==> src/rtl/ssd_pkg.sv <==
package ssd_pkg;

    localparam int DIGITS_DEFAULT = 4;
    localparam int REFRESH_MAX    = 4;
    localparam int NUM_SYMBOLS    = 25;
    localparam int MAX_NUMBER     = 9999;
    localparam int CLEAR_BITS     = 32;
    localparam int BITS_PER_DIGIT = 16;
    localparam int CNT_W          = 6;
    localparam int VAL_W          = 14;
    localparam int RECIP_10       = 6554;

    localparam logic [1:0] OP_SET_NUM = 2'd0;
    localparam logic [1:0] OP_SET_SYM = 2'd1;
    localparam logic [1:0] OP_REFRESH = 2'd2;
    localparam logic [1:0] OP_CLEAR   = 2'd3;

    typedef struct packed {
        logic [1:0]         opcode;
        logic signed [15:0] number;
        logic [1:0]         position;
        logic [4:0]         symbol;
    } t_in_item;

    typedef struct packed {
        logic data_bit;
        logic latch;
        logic last;
    } t_out_item;

    typedef enum logic [1:0] {
        ST_IDLE,
        ST_SPLIT,
        ST_SHIFT
    } t_state;

    typedef struct packed {
        logic load_num;
        logic put_sym;
        logic split_step;
        logic start_shift;
        logic emit;
    } t_dp_cmd;

    typedef struct packed {
        logic num_ok;
        logic split_last;
        logic out_free;
        logic bit_last;
    } t_dp_stat;

    function automatic logic [7:0] seg_pattern(input logic [4:0] code);
        logic [7:0] seg;
        case (code)
            5'd0:    seg = 8'hC0;
            5'd1:    seg = 8'hF9;
            5'd2:    seg = 8'hA4;
            5'd3:    seg = 8'hB0;
            5'd4:    seg = 8'h99;
            5'd5:    seg = 8'h92;
            5'd6:    seg = 8'h82;
            5'd7:    seg = 8'hF8;
            5'd8:    seg = 8'h80;
            5'd9:    seg = 8'h90;
            5'd10:   seg = 8'h88;
            5'd11:   seg = 8'h83;
            5'd12:   seg = 8'hC6;
            5'd13:   seg = 8'hA1;
            5'd14:   seg = 8'h86;
            5'd15:   seg = 8'h8E;
            5'd16:   seg = 8'hFF;
            5'd17:   seg = 8'hBF;
            5'd18:   seg = 8'h7F;
            5'd19:   seg = 8'hDE;
            5'd20:   seg = 8'hE7;
            5'd21:   seg = 8'hF3;
            5'd22:   seg = 8'hFC;
            5'd23:   seg = 8'hD2;
            5'd24:   seg = 8'hE4;
            default: seg = 8'hFF;
        endcase
        return seg;
    endfunction

endpackage

==> src/rtl/ssd_ctrl.sv <==
module ssd_ctrl (
    input  logic             i_clk,
    input  logic             i_rst_n,
    input  logic             i_in_valid,
    input  logic [1:0]       i_opcode,
    input  ssd_pkg::t_dp_stat i_stat,
    output logic             o_in_ready,
    output ssd_pkg::t_dp_cmd o_cmd
);
    import ssd_pkg::*;

    t_state r_state;
    t_state n_state;
    logic   w_accept;

    assign w_accept = i_in_valid && (r_state == ST_IDLE);

    always_ff @(posedge i_clk) begin
        if (!i_rst_n) begin
            r_state <= ST_IDLE;
        end else begin
            r_state <= n_state;
        end
    end

    always_comb begin
        n_state = r_state;
        case (r_state)
            ST_IDLE: begin
                if (w_accept) begin
                    case (i_opcode)
                        OP_SET_NUM: n_state = i_stat.num_ok ? ST_SPLIT : ST_IDLE;
                        OP_SET_SYM: n_state = ST_IDLE;
                        OP_REFRESH: n_state = ST_SHIFT;
                        OP_CLEAR:   n_state = ST_SHIFT;
                        default:    n_state = ST_IDLE;
                    endcase
                end
            end
            ST_SPLIT: begin
                if (i_stat.split_last) begin
                    n_state = ST_IDLE;
                end
            end
            ST_SHIFT: begin
                if (i_stat.out_free && i_stat.bit_last) begin
                    n_state = ST_IDLE;
                end
            end
            default: n_state = ST_IDLE;
        endcase
    end

    always_comb begin
        o_in_ready        = (r_state == ST_IDLE);
        o_cmd.load_num    = w_accept && (i_opcode == OP_SET_NUM) && i_stat.num_ok;
        o_cmd.put_sym     = w_accept && (i_opcode == OP_SET_SYM);
        o_cmd.start_shift = w_accept && ((i_opcode == OP_REFRESH) || (i_opcode == OP_CLEAR));
        o_cmd.split_step  = (r_state == ST_SPLIT);
        o_cmd.emit        = (r_state == ST_SHIFT) && i_stat.out_free;
    end

endmodule

==> src/rtl/ssd_dp.sv <==
module ssd_dp #(
    parameter int DIGITS = ssd_pkg::DIGITS_DEFAULT
) (
    input  logic               i_clk,
    input  logic               i_rst_n,
    input  ssd_pkg::t_in_item  i_in_data,
    input  ssd_pkg::t_dp_cmd   i_cmd,
    input  logic               i_out_ready,
    output ssd_pkg::t_dp_stat  o_stat,
    output logic               o_out_valid,
    output ssd_pkg::t_out_item o_out_data
);
    import ssd_pkg::*;

    localparam int N_REF = (DIGITS < REFRESH_MAX) ? DIGITS : REFRESH_MAX;
    localparam logic [CNT_W-1:0] LAST_REF   = CNT_W'(BITS_PER_DIGIT * N_REF - 1);
    localparam logic [CNT_W-1:0] LAST_CLEAR = CNT_W'(CLEAR_BITS - 1);

    logic [4:0]       r_codes [DIGITS];
    logic [VAL_W-1:0] r_val;
    logic [1:0]       r_step;
    logic [CNT_W-1:0] r_cnt;
    logic             r_clear;
    logic             r_out_valid;
    t_out_item        r_out;

    logic [4:0]       w_codes4 [REFRESH_MAX];
    logic [26:0]      w_prod;
    logic [VAL_W-1:0] w_q;
    logic [3:0]       w_rem;
    logic [1:0]       w_dig;
    logic [7:0]       w_byte;
    logic [2:0]       w_bpos;
    t_out_item        w_bit;

    genvar g;
    generate
        for (g = 0; g < REFRESH_MAX; g++) begin : g_view
            if (g < DIGITS) begin : g_have
                assign w_codes4[g] = r_codes[g];
            end else begin : g_none
                assign w_codes4[g] = '0;
            end
        end
    endgenerate

    assign w_prod = 27'(r_val) * 27'(RECIP_10);
    assign w_q    = VAL_W'(w_prod >> 16);
    assign w_rem  = 4'(r_val - VAL_W'(w_q * VAL_W'(10)));

    assign w_dig  = r_cnt[5:4];
    assign w_bpos = 3'd7 - r_cnt[2:0];
    assign w_byte = r_cnt[3] ? (8'd1 << w_dig) : seg_pattern(w_codes4[w_dig]);

    always_comb begin
        w_bit.data_bit = r_clear ? 1'b0 : w_byte[w_bpos];
        w_bit.latch    = !r_clear && r_cnt[3] && (r_cnt[2:0] == 3'd7);
        w_bit.last     = o_stat.bit_last;
    end

    always_comb begin
        o_stat.num_ok     = !i_in_data.number[15]
                            && ($unsigned(i_in_data.number) <= 16'(MAX_NUMBER));
        o_stat.split_last = (r_step == 2'd3);
        o_stat.out_free   = !r_out_valid || i_out_ready;
        o_stat.bit_last   = r_clear ? (r_cnt == LAST_CLEAR) : (r_cnt == LAST_REF);
    end

    always_ff @(posedge i_clk) begin
        if (!i_rst_n) begin
            for (int j = 0; j < DIGITS; j++) begin
                r_codes[j] <= '0;
            end
        end else begin
            for (int j = 0; j < DIGITS; j++) begin
                if (i_cmd.split_step && (j < REFRESH_MAX) && (int'(r_step) == j)) begin
                    r_codes[j] <= {1'b0, w_rem};
                end else if (i_cmd.put_sym && (int'(i_in_data.position) == j)
                             && (int'(i_in_data.symbol) < NUM_SYMBOLS)) begin
                    r_codes[j] <= i_in_data.symbol;
                end
            end
        end
    end

    always_ff @(posedge i_clk) begin
        if (i_cmd.load_num) begin
            r_val  <= VAL_W'($unsigned(i_in_data.number));
            r_step <= 2'd0;
        end else if (i_cmd.split_step) begin
            r_val  <= w_q;
            r_step <= r_step + 2'd1;
        end
    end

    always_ff @(posedge i_clk) begin
        if (!i_rst_n) begin
            r_cnt   <= '0;
            r_clear <= 1'b0;
        end else if (i_cmd.start_shift) begin
            r_cnt   <= '0;
            r_clear <= (i_in_data.opcode == OP_CLEAR);
        end else if (i_cmd.emit) begin
            r_cnt   <= r_cnt + CNT_W'(1);
        end
    end

    always_ff @(posedge i_clk) begin
        if (!i_rst_n) begin
            r_out_valid <= 1'b0;
        end else if (i_cmd.emit) begin
            r_out_valid <= 1'b1;
        end else if (i_out_ready) begin
            r_out_valid <= 1'b0;
        end
    end

    always_ff @(posedge i_clk) begin
        if (i_cmd.emit) begin
            r_out <= w_bit;
        end
    end

    assign o_out_valid = r_out_valid;
    assign o_out_data  = r_out;

endmodule

==> src/rtl/seven_segment_serial_display_driver.sv <==
// Serial driver for a multiplexed seven-segment module behind two chained
// 8-bit shift registers. Each input transfer is a command; each output transfer
// is one bit for the shift clock, with latch marking a register-clock pulse
// after that bit and last marking the end of the run. A set number command
// with an in-range value starts the decimal split, one digit per cycle
// through a reciprocal multiply that divides by ten. Refresh sends 16 *
// min(DIGITS, 4) bits and clear sends 32 bits, one bit per cycle from a
// single bit counter while the output side keeps ready high; the next command
// is taken once the last bit sits in the output register.
module seven_segment_serial_display_driver #(
    parameter int DIGITS = ssd_pkg::DIGITS_DEFAULT
) (
    input  logic               i_clk,
    input  logic               i_rst_n,
    input  logic               i_in_valid,
    output logic               o_in_ready,
    input  ssd_pkg::t_in_item  i_in_data,
    output logic               o_out_valid,
    input  logic               i_out_ready,
    output ssd_pkg::t_out_item o_out_data
);
    import ssd_pkg::*;

    t_dp_cmd  w_cmd;
    t_dp_stat w_stat;

    ssd_ctrl u_ctrl (
        .i_clk      (i_clk),
        .i_rst_n    (i_rst_n),
        .i_in_valid (i_in_valid),
        .i_opcode   (i_in_data.opcode),
        .i_stat     (w_stat),
        .o_in_ready (o_in_ready),
        .o_cmd      (w_cmd)
    );

    ssd_dp #(
        .DIGITS (DIGITS)
    ) u_dp (
        .i_clk       (i_clk),
        .i_rst_n     (i_rst_n),
        .i_in_data   (i_in_data),
        .i_cmd       (w_cmd),
        .i_out_ready (i_out_ready),
        .o_stat      (w_stat),
        .o_out_valid (o_out_valid),
        .o_out_data  (o_out_data)
    );

endmodule
==> config.mk <==
export PLATFORM = sky130hd
export DESIGN_NAME = seven_segment_serial_display_driver
export DESIGN_NICKNAME = d
export VERILOG_FILES = /design/src/rtl/ssd_pkg.sv /design/src/rtl/ssd_ctrl.sv /design/src/rtl/ssd_dp.sv /design/src/rtl/seven_segment_serial_display_driver.sv
export SDC_FILE = /design/constraint.sdc
export NUM_CORES = 1
export LEC_CHECK = 0
export BUFFER_PORTS_ARGS = -buffer_cell sky130_fd_sc_hd__buf_2
export CELL_PAD_IN_SITES_DETAIL_PLACEMENT = 0
export CELL_PAD_IN_SITES_GLOBAL_PLACEMENT = 2
export CORE_MARGIN = 1
export CORE_UTILIZATION = 41
export DETAILED_ROUTE_END_ITERATION = 10
export PLACE_DENSITY = 0.8
export SYNTH_ARGS = -nofsm -noshare
export SYNTH_HDL_FRONTEND = slang
export SYNTH_SLANG_ARGS = --single-unit
==> constraint.sdc <==
create_clock -name i_clk -period 6.03 [get_ports i_clk]
set_clock_uncertainty 0.05 [all_clocks]
set_input_delay 0.603 -clock i_clk [delete_from_list [all_inputs] [get_ports i_clk]]
set_output_delay 0.603 -clock i_clk [all_outputs]
set_load 0.05 [all_outputs]
==> flow_metrics.py <==
metrics = {
    "finish": {
        "final_util_pct": 46.6,
        "final_cell_area_sq_um": 6520,
        "nNetsFinal": 832,
        "drive_gt1_share_pct": 12.0,
        "stdcell_count": 829,
        "area_growth_pct": 10.1,
        "diodes": 0,
    },
    "synth": {
        "synthArstFlopShare_pct": 0,
        "postSynthCellCount": 609,
        "syn_avg_cell_area_sq_um": 9.71,
        "synth_top_area_cell": "ha_1",
        "synth_area_leaders": "ha_1, edfxtp_1, fa_1, inv_1, dfxtp_1",
        "syn-num-nets": 793,
        "ys.flop_type": "edfxtp_1",
        "ys_top_cells_by_count": "inv_1, ha_1, fa_1, nand2_1, edfxtp_1",
        "synthesis.area_sq_um": 5920,
        "ys_ff_latch": 49,
        "ys_warn_count": 0,
        "yosysMostFrequentCell": "inv_1",
        "yosysSeqAreaShare_pct": 22.8,
        "synth_edf_count": 37,
        "synth_top_area_share_pct": 22.6,
        "yosysUniqueCellTypes": 57,
    },
    "clocking": {
        "clk_path_buf_depth": 2,
        "numCtsBuffers": 5,
        "htreeDepth": 2,
        "cts.clk_slew.worst_paths_ns": 0.07,
        "cts_root_buf": "clkbuf_16",
        "cts_tree": "done",
        "clock-sinks": 49,
        "postCtsHoldBufs": 0,
        "clkLatencyLatePin_ns": 0.29,
    },
    "worst_setup_path": {
        "path_cells": "ha_1 -> inv_1 -> fa_1 -> inv_1 -> fa_1 -> fa_1 -> inv_1 -> fa_1 -> inv_1 -> ha_1 -> a21boi_1 -> nor3_1 -> nand2_1 -> xor2_2 -> ha_1 -> fa_2 -> xnor2_2 -> xnor2_1 -> xnor2_1 -> o21ai_1",
        "start_kind": "register",
        "cp-startpoint": "u_dp.r_val[7]",
        "critPathMaxStageDelay_ns": 0.55,
        "cp_max_fo": 4,
        "slowest_stage": "fa_1",
        "r2r_end": "u_dp.r_codes[0][3]",
        "end_kind": "register",
        "critical_path_required_ns": 6.02,
        "r2r-start": "u_dp.r_val[7]",
        "crit_arrival_ns": 5.69,
        "worstRegToRegCells": 20,
        "reg2reg_slack_ns": 0.32,
        "critical_path_class": "register to register",
    },
    "die": {
        "die_width_microns": 122,
        "die_height_microns": 122,
        "initial_core_util_pct": 42.3,
        "rows": 43,
        "io_pins": 34,
        "die_area_sq_um": 14900,
        "core_sq_um": 14000,
    },
    "timing": {
        "setup_viol": 0,
        "setup_ws_ns": 0.322,
        "maxSlewViolCount": 0,
        "min_period_over_period_pct": 94.7,
        "slew_headroom_pct": 22.5,
        "tightest_slew_ns": 1.16,
        "clock.fmax_mhz": 175,
        "hold_violations": 0,
        "min_period_ns": 5.71,
        "fin_setup_tns_ns": 0,
        "hold-worst-slack_ns": 0.493,
    },
    "power_and_ir_drop": {
        "power_mw": 1.76,
        "vdd_drop_max_mv": 0.256,
        "p_leak_nw": 3.10,
        "powerDensity_nw_per_um2": 270,
    },
    "placement": {
        "dpl.hpwl_microns": 10400,
        "place_inst": 814,
        "pre_cts_slack_ns": 0.142,
        "place.gp.congestion": 0.842,
        "place_area_sq_um": 6270,
        "numPortBuffers": 33,
    },
    "status": {
        "outcome": "completed",
    },
    "global_route": {
        "grt_pass1_vias": 4343,
        "antenna_found_initial": 0,
        "grt.total_usage_pct": 18.3,
        "grt_overflow_total": 0,
        "grt_max_degree": 28,
        "grt_pass1_wl_microns": 21300,
    },
    "min_path": {
        "hp-class": "register to register",
        "hold_depth": 1,
        "hold_path_end": "u_ctrl.r_state[1]",
        "hp-start": "u_ctrl.r_state[1]",
    },
    "drt": {
        "viasPerCell": 5.06,
        "drt_first_pass_iters": 4,
        "drc_errors": 0,
        "initialDrtViolationCount": 259,
        "detail_route.wl_per_cell_microns": 14.9,
        "drt_wl_total_microns": 12400,
        "final_antenna_net_count": 0,
        "vias": 4192,
    },
    "flow_run": {
        "maxCapViolCount": 0,
    },
}
per-layer routing:
metal	up-vias	share of wire, %	track usage (%)
li1	2123	-	-
met1	2014	51	26.6
met2	48	46	29.7
met3	7	1.6	1.73
met4	0	0.89	3.28
met5	-	0	0
worst max-delay path, delay by kind of cell, from the launching register on:
family	cells	cell delay, ns
fa+ha+maj	8	3.32
xor+xnor	4	0.78
flops	1	0.43
simple gates	2	0.34
compound gates	2	0.28
buf+inv	4	0.25
timing repair:
item                       4_1_cts  5_1_grt
setup endpoints to repair        0        4
resized for setup                0       11
setup buffers                    0        7
sequential cells by signal, summed over array words and instances, names as in the netlist:
register / count
u_dp.r_codes: 20
u_dp.r_clear: 1
u_dp.r_step: 2
u_dp.r_cnt: 6
u_dp.r_val: 14
u_dp.o_out_data: 3
u_ctrl.r_state: 2
u_dp.o_out_valid: 1
kinds of logic (layout without fill, tap and decap cells):
kind of cell             Yosys count  in the layout  share of synthesized area, %
adder cells (fa/ha/maj)          155            155                          38.9
multiplexers                      20             20                          4.93
flip-flops                        49             49                          22.8
AO/OA/AOI/OAI                     89             89                          9.58
AND/OR/NAND/NOR                  130            130                          10.8
XOR/XNOR                          23             23                          3.41
buffers and inverters            143            183                          9.56
worst max path at each step:
stage | endpoint | slack (ns) | depth (start not counted)
after floorplan | u_dp.r_codes[0][13] | 0.59 | 21
after detailed placement | u_dp.r_codes[0][3] | 0.14 | 21
after global routing | u_dp.r_codes[0][13] | -0.006 | 21
after CTS | u_dp.r_codes[0][13] | 0.13 | 21
after global placement | u_dp.r_codes[0][8] | 0.32 | 21
final | u_dp.r_codes[0][3] | 0.32 | 20
where the power goes:
| group | leakage [nW] | switching, mW | internal, mW | total (mW) |
|---|---|---|---|---|
| registers | 0.456 | 0.0183 | 0.406 | 0.424 |
| clock network | 0.0708 | 0.130 | 0.157 | 0.287 |
| logic | 2.57 | 0.580 | 0.470 | 1.05 |
cell type report:
cell class,instances,area [sq um]
tap,180,225
inverter,131,492
clock buffer,5,125
sequential,49,1350
timing repair buffer,44,248
clock inverter,3,25.0
fill,1372,7470
multi-input combinational,417,4050
layout by cell type, fill, tap and decap left out, drive strengths merged, types with 5 or more instances in the layout:
cell type and instances:
edfxtp 37, a21oi 18, mux4 6, nor2 28, a31oi 5, and2 10, mux2i 10, ha 107
nor3 5, o211ai 5, buf 44, nand4 5, xnor2 14, nand2 44, inv 133, dfxtp 12
o31ai 5, xor2 9, nor2b 8, o21ai 29, nand3 9, clkbuf 5, fa 48
(Power assumes the default switching activity.)
